<file path="config.mk">
export PLATFORM = sky130hd
export DESIGN_NAME = pidl_ctrl
export DESIGN_NICKNAME = d
export VERILOG_FILES = /design/src/hdl/pidl_pkg.sv /design/src/hdl/pidl_ctrl.sv
export SDC_FILE = /design/constraint.sdc
export NUM_CORES = 1
export LEC_CHECK = 0
export ABC_AREA = 1
export BUFFER_PORTS_ARGS = -buffer_cell sky130_fd_sc_hd__buf_4
export CORE_AREA = 4 4 41 43
export DETAILED_ROUTE_END_ITERATION = 8
export DIE_AREA = 0 0 45 47
export PLACE_DENSITY = 0.37
export SYNTH_ARGS = -nofsm -noshare
export SYNTH_HDL_FRONTEND = slang
export SYNTH_SLANG_ARGS = --single-unit
</file>
<file path="constraint.sdc">
create_clock -name clock -period 0.8 [get_ports clock]
set_input_delay 0.08 -clock clock [delete_from_list [all_inputs] [get_ports clock]]
set_output_delay 0.08 -clock clock [all_outputs]
set_load 0.01 [all_outputs]
</file>
<file path="src/hdl/pidl_pkg.sv">
// ----------------------------------------------------------------------------
// Positional list package
// Shared constants, command and status codes, and the control structs that
// pass between the list controller and the list datapath.
// ----------------------------------------------------------------------------
`default_nettype none

package pidl_pkg;

   // Fixed field widths of the command and result channels.
   localparam int OPCODE_W    = 3;
   localparam int POS_W       = 7;
   localparam int DATA_W      = 32;
   localparam int STATUS_W    = 2;
   localparam int COUNT_OUT_W = 7;

   // Command opcodes.
   localparam logic [OPCODE_W-1:0] OP_READOUT  = 3'd0;
   localparam logic [OPCODE_W-1:0] OP_INS_HEAD = 3'd1;
   localparam logic [OPCODE_W-1:0] OP_INS_TAIL = 3'd2;
   localparam logic [OPCODE_W-1:0] OP_INS_POS  = 3'd3;
   localparam logic [OPCODE_W-1:0] OP_DEL_HEAD = 3'd4;
   localparam logic [OPCODE_W-1:0] OP_DEL_TAIL = 3'd5;
   localparam logic [OPCODE_W-1:0] OP_DEL_POS  = 3'd6;

   // Result status codes.
   localparam logic [STATUS_W-1:0] ST_OK     = 2'd0;
   localparam logic [STATUS_W-1:0] ST_FULL   = 2'd1;
   localparam logic [STATUS_W-1:0] ST_EMPTY  = 2'd2;
   localparam logic [STATUS_W-1:0] ST_BADPOS = 2'd3;

   // Commands from the controller to the datapath.
   typedef struct packed {
      logic capture;    // latch a new command and decode it
      logic apply;      // update the list and issue the single result
      logic read_step;  // issue one readout beat and rotate the list
   } pidl_cmd_type;

   // Status from the datapath to the controller.
   typedef struct packed {
      logic read_list;  // latched command is a readout of a non-empty list
      logic read_last;  // the current readout beat is the final one
   } pidl_stat_type;

endpackage

`default_nettype wire

</file>
<file path="src/hdl/pidl_ctrl.sv">
// ----------------------------------------------------------------------------
// Positional list controller
// Sequences each command through capture, execute and, for a readout of a
// non-empty list, one readout beat per stored entry.
// ----------------------------------------------------------------------------
`default_nettype none

module pidl_ctrl
   import pidl_pkg::*;
(
   input  wire logic          clock,
   input  wire logic          reset,
   input  wire logic          start,
   output logic               busy,
   input  wire pidl_stat_type stat,
   output pidl_cmd_type       cmd
);

   localparam logic [1:0] S_IDLE = 2'd0;
   localparam logic [1:0] S_EXEC = 2'd1;
   localparam logic [1:0] S_READ = 2'd2;

   logic [1:0] state_ff;
   logic [1:0] state_in;

   // Next state and command decode.
   always_comb begin
      state_in      = state_ff;
      cmd.capture   = 1'b0;
      cmd.apply     = 1'b0;
      cmd.read_step = 1'b0;
      unique case (state_ff)
         S_IDLE: begin
            if (start) begin
               cmd.capture = 1'b1;
               state_in    = S_EXEC;
            end
         end
         S_EXEC: begin
            if (stat.read_list) begin
               state_in = S_READ;
            end else begin
               cmd.apply = 1'b1;
               state_in  = S_IDLE;
            end
         end
         S_READ: begin
            cmd.read_step = 1'b1;
            if (stat.read_last) begin
               state_in = S_IDLE;
            end
         end
         default: begin
            state_in = S_IDLE;
         end
      endcase
   end

   // State register.
   always_ff @(posedge clock) begin
      if (reset) begin
         state_ff <= S_IDLE;
      end else begin
         state_ff <= state_in;
      end
   end

   assign busy = (state_ff != S_IDLE);

endmodule

`default_nettype wire

</file>
==> impl_metrics.json <==
{
  "grt_remaining_overflow": 0,
  "design.die.area_sq_um": 2120,
  "fin_crit_sh_pct": 122,
  "avgSynthCellArea_sq_um": 7.69,
  "netlist-cell-type-count": 10,
  "chipHeight_um": 47,
  "post_synthesis_cell_area_sq_um": 108,
  "grt.total_usage_pct": 3.94,
  "share_of_cells_above_drive_strength_1_pct": 82.1,
  "setup.worst_path.start_class": "flip-flop",
  "hold_viol": 0,
  "irDropWorstVdd_mv": 0.522,
  "cts_inserted_buffers": 3,
  "initial_antenna_violation_count": 0,
  "flip_flop_count_of_the_largest_register_all_copies_and_words_added": 2,
  "postLayoutSetupSlackWorst_ns": -0.176,
  "path_clk_slew_ns": 0.03,
  "port-buffer-count": 8,
  "r2r_slack_ns": 0.04,
  "failing_checks": "setup timing",
  "cts_root_buf": "sky130_fd_sc_hd__clkbuf_4",
  "grt_pass1_wl_um": 503,
  "ys_seq_elements": 2,
  "via_count_of_the_first_global_routing_pass": 131,
  "achievable-frequency_mhz": 1020,
  "std_cell_rows": 13,
  "finalInstanceArea_sq_um": 239,
  "die-width_um": 45,
  "crit_path_max_fanout": 3,
  "post_synth_inst_count": 14,
  "endpoint_kind": "output pin",
  "post_drt_via_cell_ratio": 3.14,
  "core_box_area_sq_um": 1300,
  "grt_max_degree": 4,
  "rsz0062_at_grt": "yes",
  "final_nets": 35,
  "layout_min_cycle_time_ns": 0.976,
  "routed_wl_um": 334,
  "power_per_cell_area_nw_per_um2": 1740,
  "firstDrtPassIters": 4,
  "timing.hold.worst.class": "in2reg",
  "biggestRegsByFlops": "state_ff x2",
  "tritoncts_clock_tree": "yes",
  "cts_num_sinks": 2,
  "syn_to_final_growth_pct": 122,
  "antenna_violating_nets_post_route": 0,
  "initial_utilization_pct": 8.27,
  "final_max_slew_violation_count": 0,
  "insertion_delay_ns": 0.22,
  "clock_path_buffers": 2,
  "dpl.cell_count": 37,
  "ctsHtreeMaxLevel": 1,
  "floorplan.io_pins": 9,
  "drt_iter0_markers": 4,
  "fin_skew_ns": 0.00352,
  "place_congestion": 0.534,
  "drc_errors": 0,
  "avgRoutedWirePerCell_um": 7.77,
  "max_slew_margin_pct": 91.5,
  "mappedNetlistNets": 19,
  "power_leakage_nw": 0.118,
  "post_dp_cell_area_sq_um": 186,
  "top_register": "state_ff",
  "ys.warnings.count": 0,
  "cp_data_arrival_time_ns": 0.90,
  "criticalPathCategory": "reg2out",
  "tightest_slew_ns": 0.127,
  "vias": 135,
  "diode_count": 0,
  "finalSetupViolCount": 4,
  "cap_viol_max_count": 0,
  "timing.critical_path.required_ns": 0.72,
  "post_detail_place_hpwl_um": 258,
  "status": "complete, but fails checks",
  "seq_area_frac_synth_pct": 37.2,
  "layoutNonFillerInstCount": 43
}
## kinds of logic (layout without fill, tap and decap cells)
logic type	Yosys count	count (layout)	synth area share (%)
buf+inv	4	18	14.0
simple gates	7	7	40.7
flops	2	2	37.2
compound gates	1	1	8.14
## layout by cell type, fill, tap and decap left out
master / n
sky130_fd_sc_hd__nand3_2: 1
sky130_fd_sc_hd__buf_4: 11
sky130_fd_sc_hd__nor3_2: 2
sky130_fd_sc_hd__nor2_1: 2
sky130_fd_sc_hd__inv_2: 2
sky130_fd_sc_hd__nand3_1: 1
sky130_fd_sc_hd__nand2_2: 1
sky130_fd_sc_hd__a21oi_2: 1
sky130_fd_sc_hd__dfxtp_2: 2
sky130_fd_sc_hd__inv_1: 2
sky130_fd_sc_hd__clkbuf_4: 3
## what timing repair did
| action | CTS | global route |
|---|---|---|
| endpoints found under the setup margin | 4 | 4 |
| setup buffers | 3 | 0 |
| pin swaps | 2 | 0 |
| gates resized for setup | 3 | 0 |
| hold buffers | 0 | 0 |
## Yosys cell counts, drive strengths merged
| cell | number | area [sq um] |
|---|---|---|
| nor3 | 2 | 15.0 |
| nand2 | 1 | 6.26 |
| inv | 4 | 15.0 |
| a21oi | 1 | 8.76 |
| dfxtp | 2 | 40.0 |
| nor2 | 2 | 7.51 |
| nand3 | 2 | 15.0 |
## path summary, 6_finish.rpt
path,to,depth (start not counted),start
setup / recovery,cmd[2],4,state_ff[0]$_SDFFE_PP0P_
hold / removal,state_ff[1]$_SDFFE_PP0P_,2,reset
setup reg to reg,state_ff[0]$_SDFFE_PP0P_,4,state_ff[0]$_SDFFE_PP0P_
hold reg to reg,state_ff[1]$_SDFFE_PP0P_,2,state_ff[1]$_SDFFE_PP0P_
## metal layers
layer,vias to the layer above,global-route usage [%],part of all wire (%)
met5,-,0,0
met4,0,3.51,0
met3,0,5.36,24
met2,9,3.67,37
met1,55,3.85,39
li1,71,-,-
## where the power goes
part,internal (mW),switching (mW)
Sequential,0.107,0.00452
Combinational,0.0469,0.0353
Clock,0.165,0.0564
## per-stage QoR
stage / utilization (%) / setup WS (ns) / hold slack (ns) / setup TNS (ns) / total power, mW
floorplan: - / 0.0527 / 0.142 / 0 / 0.139
global placement: 14.3 / 0.0221 / 0.262 / 0 / 0.179
detailed placement: 14.3 / -0.0119 / 0.264 / -0.0119 / 0.180
CTS: 18.4 / -0.187 / 0.0198 / -0.581 / 0.431
global route: 18.4 / -0.225 / 0.0173 / -0.722 / 0.455
finish: 18.4 / -0.176 / 0.0291 / -0.523 / 0.415
## final cells by class
class / count / area, sq um
clock buffers: 3 / 22.5
multi-input cells: 8 / 57.6
inverters: 4 / 15.0
fillers: 159 / 1060
repair buffers: 11 / 82.6
flip-flops and latches: 2 / 42.5
well taps: 15 / 18.8
## critical path: stages, from the launching register on
cell                      delay [ns]
sky130_fd_sc_hd__dfxtp_2        0.32
sky130_fd_sc_hd__inv_2          0.07
sky130_fd_sc_hd__nand2_2        0.07
sky130_fd_sc_hd__nor2_1         0.08
sky130_fd_sc_hd__buf_4          0.12
No activity file was read; power rests on OpenSTA's default activity.
